<file path="config.mk">
export PLATFORM = sky130hd
export DESIGN_NAME = uvsg_div
export DESIGN_NICKNAME = d
export VERILOG_FILES = /design/src/design/uvsg_pkg.sv /design/src/design/uvsg_div.sv
export SDC_FILE = /design/constraint.sdc
export NUM_CORES = 1
export LEC_CHECK = 0
export BUFFER_PORTS_ARGS = -buffer_cell sky130_fd_sc_hd__buf_2
export CORE_ASPECT_RATIO = 1.4
export CORE_MARGIN = 3
export CORE_UTILIZATION = 50
export DETAILED_ROUTE_END_ITERATION = 10
export PLACE_DENSITY = 0.66
export REMOVE_ABC_BUFFERS = 1
export SETUP_SLACK_MARGIN = 0.3
export SYNTH_ARGS = -nofsm -noshare
export SYNTH_HDL_FRONTEND = slang
export SYNTH_SLANG_ARGS = --single-unit
</file>
<file path="constraint.sdc">
create_clock -name i_clk -period 2.6 [get_ports i_clk]
set_clock_uncertainty 0.1 [all_clocks]
set_input_delay 0 -clock i_clk [delete_from_list [all_inputs] [get_ports i_clk]]
set_output_delay 0 -clock i_clk [all_outputs]
set_load 0.005 [all_outputs]
</file>
<file path="src/design/uvsg_pkg.sv">
package uvsg_pkg;

    localparam int MAX_SEGMENTS = 256;
    localparam int ANGLE_BITS   = 16;

    // port widths fixed by the interface
    localparam int SEG_REG_W = 9;
    localparam int IDX_W     = 9;
    localparam int POS_W     = 16;

    localparam int FRAC_BITS = 16;
    localparam int U_W       = FRAC_BITS + 1;
    localparam int CNT_W     = $clog2(MAX_SEGMENTS + 1);
    localparam int N_W       = CNT_W + FRAC_BITS;

    localparam int QS    = ANGLE_BITS - 2;
    localparam int MAG_W = 31;

    localparam logic [MAG_W-1:0] Q30_ONE     = MAG_W'(64'd1 << 30);
    localparam logic [30:0]      HALF_PI_Q30 = 31'd1686629713;
    localparam logic [14:0]      Q14_MAX     = 15'd16384;

    // Horner steps of the sine series, innermost first
    localparam int NSTEP = 4;
    localparam logic [6:0]  DIVISOR [NSTEP] = '{7'd72, 7'd42, 7'd20, 7'd6};
    localparam logic [31:0] RECIP   [NSTEP] = '{
        32'((64'd1 << 32) / 72), 32'((64'd1 << 32) / 42),
        32'((64'd1 << 32) / 20), 32'((64'd1 << 32) / 6)};

    localparam int DIV_STAGES = U_W;
    localparam int SIN_STAGES = 3 + 2 * NSTEP + (NSTEP - 1) + 2;
    localparam int LATENCY    = 1 + DIV_STAGES + 1 + SIN_STAGES + 2;

    typedef logic [ANGLE_BITS-1:0] t_phase;

    // Q16 fraction to phase with 'bits' fraction bits, wrapped to one turn
    function automatic t_phase phase_of(input logic [U_W-1:0] f, input int bits);
        logic [63:0] w;
        begin
            if (bits >= FRAC_BITS) begin
                w = 64'(f) << (bits - FRAC_BITS);
            end else begin
                w = (64'(f) + (64'd1 << (FRAC_BITS - bits - 1))) >> (FRAC_BITS - bits);
            end
            return w[ANGLE_BITS-1:0];
        end
    endfunction

    // saturate a rounded magnitude and apply the sign; zero stays positive
    function automatic logic [POS_W-1:0] q14_of(input logic [16:0] m, input logic neg);
        logic [16:0] c;
        begin
            c = (m > 17'(Q14_MAX)) ? 17'(Q14_MAX) : m;
            if (neg && (c != 17'd0)) begin
                return POS_W'(17'h10000 - c);
            end
            return POS_W'(c);
        end
    endfunction

endpackage

</file>
<file path="src/design/uvsg_div.sv">
module uvsg_div (
    input  logic                        i_clk,
    input  logic                        i_rst_n,
    input  logic                        i_valid,
    input  logic [uvsg_pkg::N_W-1:0]    i_num,
    input  logic [uvsg_pkg::CNT_W-1:0]  i_den,
    output logic                        o_valid,
    output logic [uvsg_pkg::U_W-1:0]    o_quo
);
    import uvsg_pkg::*;

    // one quotient bit per stage, restoring
    logic             r_v   [DIV_STAGES];
    logic [N_W-1:0]   r_num [DIV_STAGES];
    logic [CNT_W-1:0] r_den [DIV_STAGES];
    logic [CNT_W-1:0] r_rem [DIV_STAGES];
    logic [U_W-1:0]   r_quo [DIV_STAGES];

    for (genvar i = 0; i < DIV_STAGES; i++) begin : g_stage
        localparam int B = U_W - 1 - i;
        logic             v_in;
        logic [N_W-1:0]   num_in;
        logic [CNT_W-1:0] den_in;
        logic [CNT_W-1:0] rem_in;
        logic [U_W-1:0]   quo_in;
        logic [CNT_W:0]   trial;
        logic             ge;

        if (i == 0) begin : g_first
            assign v_in   = i_valid;
            assign num_in = i_num;
            assign den_in = i_den;
            assign rem_in = CNT_W'(i_num >> U_W);
            assign quo_in = '0;
        end else begin : g_next
            assign v_in   = r_v[i-1];
            assign num_in = r_num[i-1];
            assign den_in = r_den[i-1];
            assign rem_in = r_rem[i-1];
            assign quo_in = r_quo[i-1];
        end

        assign trial = {rem_in, num_in[B]};
        assign ge    = trial >= {1'b0, den_in};

        always_ff @(posedge i_clk) begin
            if (!i_rst_n) begin
                r_v[i] <= 1'b0;
            end else begin
                r_v[i] <= v_in;
            end
        end

        always_ff @(posedge i_clk) begin
            r_num[i] <= num_in;
            r_den[i] <= den_in;
            r_rem[i] <= ge ? CNT_W'(trial - {1'b0, den_in}) : CNT_W'(trial);
            r_quo[i] <= quo_in | (U_W'(ge) << B);
        end
    end

    assign o_valid = r_v[DIV_STAGES-1];
    assign o_quo   = r_quo[DIV_STAGES-1];

endmodule

</file>
After elaboration in Yosys (flattened, before gate mapping)
Memory sizes are Yosys's and may differ from the RTL's.
Index checks and enable logic that the tools add are counted.
{"block": "classes", "n_addsub": 17, "magnitude_cmp": 17, "mux": 36, "bitwise_logic": 33}
{"op": "10-bit by 9-bit greater-or-equal comparator with 1-bit output", "count": 16}
{"op": "9-bit 2-to-1 mux", "count": 17}
{"op": "9-bit subtractor", "count": 17}
{"op": "1-bit 2-to-1 mux", "count": 19}
{"op": "1-bit bitwise OR", "count": 17}
{"op": "17-bit by 1-bit bitwise OR with 17-bit output", "count": 1}
{"op": "17-bit by 10-bit bitwise OR with 17-bit output", "count": 1}
{"op": "17-bit by 11-bit bitwise OR with 17-bit output", "count": 1}
{"op": "17-bit by 12-bit bitwise OR with 17-bit output", "count": 1}
{"op": "17-bit by 13-bit bitwise OR with 17-bit output", "count": 1}
{"op": "17-bit by 14-bit bitwise OR with 17-bit output", "count": 1}
{"op": "17-bit by 15-bit bitwise OR with 17-bit output", "count": 1}
{"op": "17-bit by 16-bit bitwise OR with 17-bit output", "count": 1}
{"op": "17-bit by 2-bit bitwise OR with 17-bit output", "count": 1}
{"op": "17-bit by 3-bit bitwise OR with 17-bit output", "count": 1}
{"op": "17-bit by 4-bit bitwise OR with 17-bit output", "count": 1}
{"op": "17-bit by 5-bit bitwise OR with 17-bit output", "count": 1}
{"op": "17-bit by 6-bit bitwise OR with 17-bit output", "count": 1}
{"op": "17-bit by 7-bit bitwise OR with 17-bit output", "count": 1}
{"op": "17-bit by 8-bit bitwise OR with 17-bit output", "count": 1}
{"op": "17-bit by 9-bit bitwise OR with 17-bit output", "count": 1}
{"op": "9-bit greater-or-equal comparator", "count": 1}
{"block": "word_totals", "ff_bits": 0, "mem_bits_rw": 1037, "in_bits": 37, "elab_cells": 108, "memories": 5}
{"name": "r_num", "depth": 17, "word_bits": 25, "rd": 16, "rd_clocked_by_memory_dff": 0, "write_ports": 17, "line_no": "uvsg_div.sv:14", "rtl": "logic [N_W-1:0] r_num [DIV_STAGES];"}
{"name": "r_quo", "depth": 17, "word_bits": 17, "rd": 17, "rd_clocked_by_memory_dff": 0, "write_ports": 17, "line_no": "uvsg_div.sv:17", "rtl": "logic [U_W-1:0] r_quo [DIV_STAGES];"}
{"name": "r_den", "depth": 17, "word_bits": 9, "rd": 16, "rd_clocked_by_memory_dff": 0, "write_ports": 17, "line_no": "uvsg_div.sv:15", "rtl": "logic [CNT_W-1:0] r_den [DIV_STAGES];"}
{"name": "r_rem", "depth": 17, "word_bits": 9, "rd": 16, "rd_clocked_by_memory_dff": 0, "write_ports": 17, "line_no": "uvsg_div.sv:16", "rtl": "logic [CNT_W-1:0] r_rem [DIV_STAGES];"}
{"name": "r_v", "depth": 17, "word_bits": 1, "rd": 17, "rd_clocked_by_memory_dff": 0, "write_ports": 17, "line_no": "uvsg_div.sv:13", "rtl": "logic r_v [DIV_STAGES];"}

Longest topological paths before layout
An unclocked memory read counts as a cell.
{"block": "logic_depth", "ltp_word": 3, "ltp_mapped": 10}

Least setup slack after synthesis
Ideal clock, no wire load.
{"block": "synth_timing", "path_kind": "reg-to-reg", "from": "memory r_num[0][159] (netlist name)", "to": "memory r_rem[0][64] (netlist name)", "setup_ns": 0.121, "arrival_time_ns": 2.072, "path_slack_ns": 0.307, "path_stages_with_launch": 10, "period_less_slack_ns": 2.293, "cell_sequence": "dfxtp_1 -> inv_1 -> ha_1 -> inv_1 -> fa_1 -> a21o_1 -> a31o_2 -> a21oi_1 -> o31ai_4 -> mux2_2"}
{"item": "from (decl)", "line_no": "uvsg_div.sv:14"}
{"item": "to (decl)", "line_no": "uvsg_div.sv:16"}

==> run metrics <==
Worst Hold Endpoint r_rem[0][2]$_DFF_P_; Skew-Pair Late Insertion Delay 0.57 ns; Initial Util 50.8%; Core ar. 40400 um2; Worst EP required about 3.0 ns; critical path class register to register; cell count after synthesis 1736; HP Class input pin to register; Setup WS post-layout 0.289 ns; Final GP Congestion 0.799; port buffer count 54; Slew Viols, Final 0; dpl ws 0.0718 ns; WL met3 1.15 mm; H-tree depth 2; Top Ports 55; GRT Total Usage 16.7%; Final Hold Viols 0; crit path max-delay cell type fa_2; Initial DRC Count 442; P&R area growth vs syn 21.2%; drt first pass iters 5; r2r worst-path depth 10; routed len/inst 14.3 um; largest cells by area after synthesis dfxtp_1 (58%), ha_1 (9.3%), mux2_2 (6.0%), inv_1 (3.7%), xnor2_1 (2.6%); Design Area, Final 24900 um2; first-pass GRT wire length ~60 mm; crit path cell chain inv_2 > ha_4 > inv_2 > fa_2 > a21o_1 > a31o_4 > a21oi_4 > buf_4 > xnor2_1 > mux2_2; Bufs on Longest Clock Path 3; critical path depth 10; largest delay contributor family on the critical path compound AO/OA/AOI/OAI gates; WL final 36.2 mm; commonest cells in the netlist dfxtp_1 (594), inv_1 (202), ha_1 (153); vias in the first global route 13300; GRT Residual Overflow 0; antenna cells 0; Rows 87; Post-synth EDFFs 0; RSZ-0062 raised after global routing true; mean post-synth cell area roughly 12 um2; Yosys reg bits slightly below 600; Max Cap Violations 0; residual DRC count 0; Root Driver clkbuf_16; die width about 180 um; Cell Area, Synth 20500 um2; post-synth top area share 58.0%; dpl hpwl 24.8 mm; number of CTS-inserted buffers 53; CP peak stage delay 0.38 ns; Synth Flop Type dfxtp_1; VDD IR-drop max 0.000719 V; CTS tree built; Startpoint Class register; via count 12700; via-per-instance ratio 5.00; Setup TNS 0 ns; Post-layout nets 2163; post-layout minimum cycle time between 2 and 2.5 ns; Synth cell types slightly below 60; Syn. warnings 0; chip height 246 um; clock sink count 594; layout cells sized above 1 21.6%; reg2reg end r_rem[0][141]$_DFF_P_; Worst path most repeated cell inv_2; Critical Path AT 2.66 ns; Seq/Total Area, Yosys 58.0%; top routing layer in use met4; r2r setup slk 0.29 ns; Clk pin slew, worst setup/hold paths 0.07 ns; largest net degree at the start of global routing 18; async set or reset register ratio after synthesis 0%; Buf/Inv on CP 3; Yosys top cell by area dfxtp_1; die area 43500 um2; period utilization 88.9%; post-placement cell area 21500 um2; status completed; hold-critical path depth 3; initial antenna violation count 0; fmax between 400 and 500 MHz; pwr dens between 1000 and 1500 nW/um2; metal2 WL 19.2 mm; Tightest Pin Transition roughly 0.54 ns; Worst R2R Start r_num[0][351]$_DFF_P_; critical hold path startpoint i_num[18]; CP endpoint kind register; most frequent cell after synthesis dfxtp_1; Setup Viol. Count Final 0; leakage power 11.0 nW; met1 wire length 14.6 mm; power consumption ~33 mW; antenna-violating nets left 0; crit-path max FO 3; Rel. slew slack 63.5%
## placed cells by master (no fill, tap or decap), types with 19 or more instances in the layout
| cell type | synthesis | layout |
|---|---|---|
| dfxtp_1 | 594 | 577 |
| inv_1 | 202 | 186 |
| ha_1 | 153 | 134 |
| mux2_2 | 110 | 96 |
| a21oi_1 | 100 | 82 |
| nor2_1 | 69 | 69 |
| dlygate4sd3_1 | 0 | 62 |
| xnor2_1 | 60 | 60 |
| buf_2 | 3 | 54 |
| clkbuf_16 | 0 | 53 |
| buf_4 | 0 | 48 |
| o21ai_0 | 46 | 43 |
| nand4_1 | 28 | 28 |
| nand2b_1 | 28 | 28 |
| nand2_1 | 32 | 27 |
| mux2i_1 | 26 | 26 |
| a21o_1 | 23 | 23 |
| nor2b_1 | 22 | 22 |
| xor2_1 | 19 | 19 |
## repair_timing
item                       4_1_cts  5_1_grt
hold endpoints to repair        52        0
gates resized for setup         43      118
gates cloned                     5        1
hold buffers                    62        0
setup endpoints to repair      115      123
pin swaps                       17       69
buffers inserted                17       23
## layout make-up
cell class / instances / area, um2
Clock inverter: 21 / 288
Timing Repair Buffer: 167 / 1300
Multi-Input combinational cell: 939 / 8430
Sequential cell: 594 / 11900
Tap cell: 534 / 668
Clock buffer: 72 / 1500
Inverter: 202 / 758
Fill cell: 3161 / 15500
## logic make-up (layout without fill, tap and decap cells)
group / count (synthesis) / in the layout / synth area share, %
AO/OA/AOI/OAI: 308 / 314 / 10.5
XOR/XNOR: 79 / 79 / 3.37
flip-flops: 594 / 594 / 58.0
AND/OR/NAND/NOR: 241 / 241 / 6.12
adder cells (fa/ha/maj): 169 / 169 / 10.9
multiplexers: 136 / 136 / 7.31
buffers and inverters: 209 / 462 / 3.84
## per-layer routing
layer  global-route usage [%]  up-vias
met2                     32.2      189
li1                         -     6404
met5                        0        -
met4                     6.73        0
met3                     2.75       79
met1                     17.9     5982
## power breakdown
part           switching, mW  leakage, nW  internal, mW
combinational           5.94         5.14          6.32
clock                   3.21        0.871          4.64
sequential              1.06         5.00          11.6
## worst min-delay path, delay by kind of cell
kind | cells | cell delay (ns)
mux | 1 | 0.13
buf+inv | 2 | 0.63
## stage by stage
| stage | hold slack (ns) | std cells | utilization [%] |
|---|---|---|---|
| final | 0.109 | 2529 | 61.6 |
| after global routing | 0.107 | 2529 | 61.6 |
| after CTS | 0.0752 | 2505 | 60.2 |
| after detailed placement | 0.00357 | 2328 | 53.2 |
| after global placement | 0.00178 | 2328 | 53.2 |
| after floorplan | -0.0723 | 1729 | - |
## worst max-delay path by stage
| stage | startpoint | endpoint |
|---|---|---|
| floorplan | r_num[0][159]$_DFF_P_ | r_rem[0][64]$_DFF_P_ |
| global placement | r_den[0][81]$_DFF_P_ | r_rem[0][97]$_DFF_P_ |
| detailed placement | r_den[0][81]$_DFF_P_ | r_rem[0][92]$_DFF_P_ |
| CTS | r_den[0][61]$_DFF_P_ | r_rem[0][65]$_DFF_P_ |
| global route | r_den[0][92]$_DFF_P_ | r_rem[0][99]$_DFF_P_ |
| finish | r_num[0][351]$_DFF_P_ | r_rem[0][141]$_DFF_P_ |
## registers in the layout, summed over array words and instances (netlist names)
signal / flops
r_num: 136
r_v: 17
r_den: 144
r_quo: 153
r_rem: 144
(Power assumes the default switching activity.)
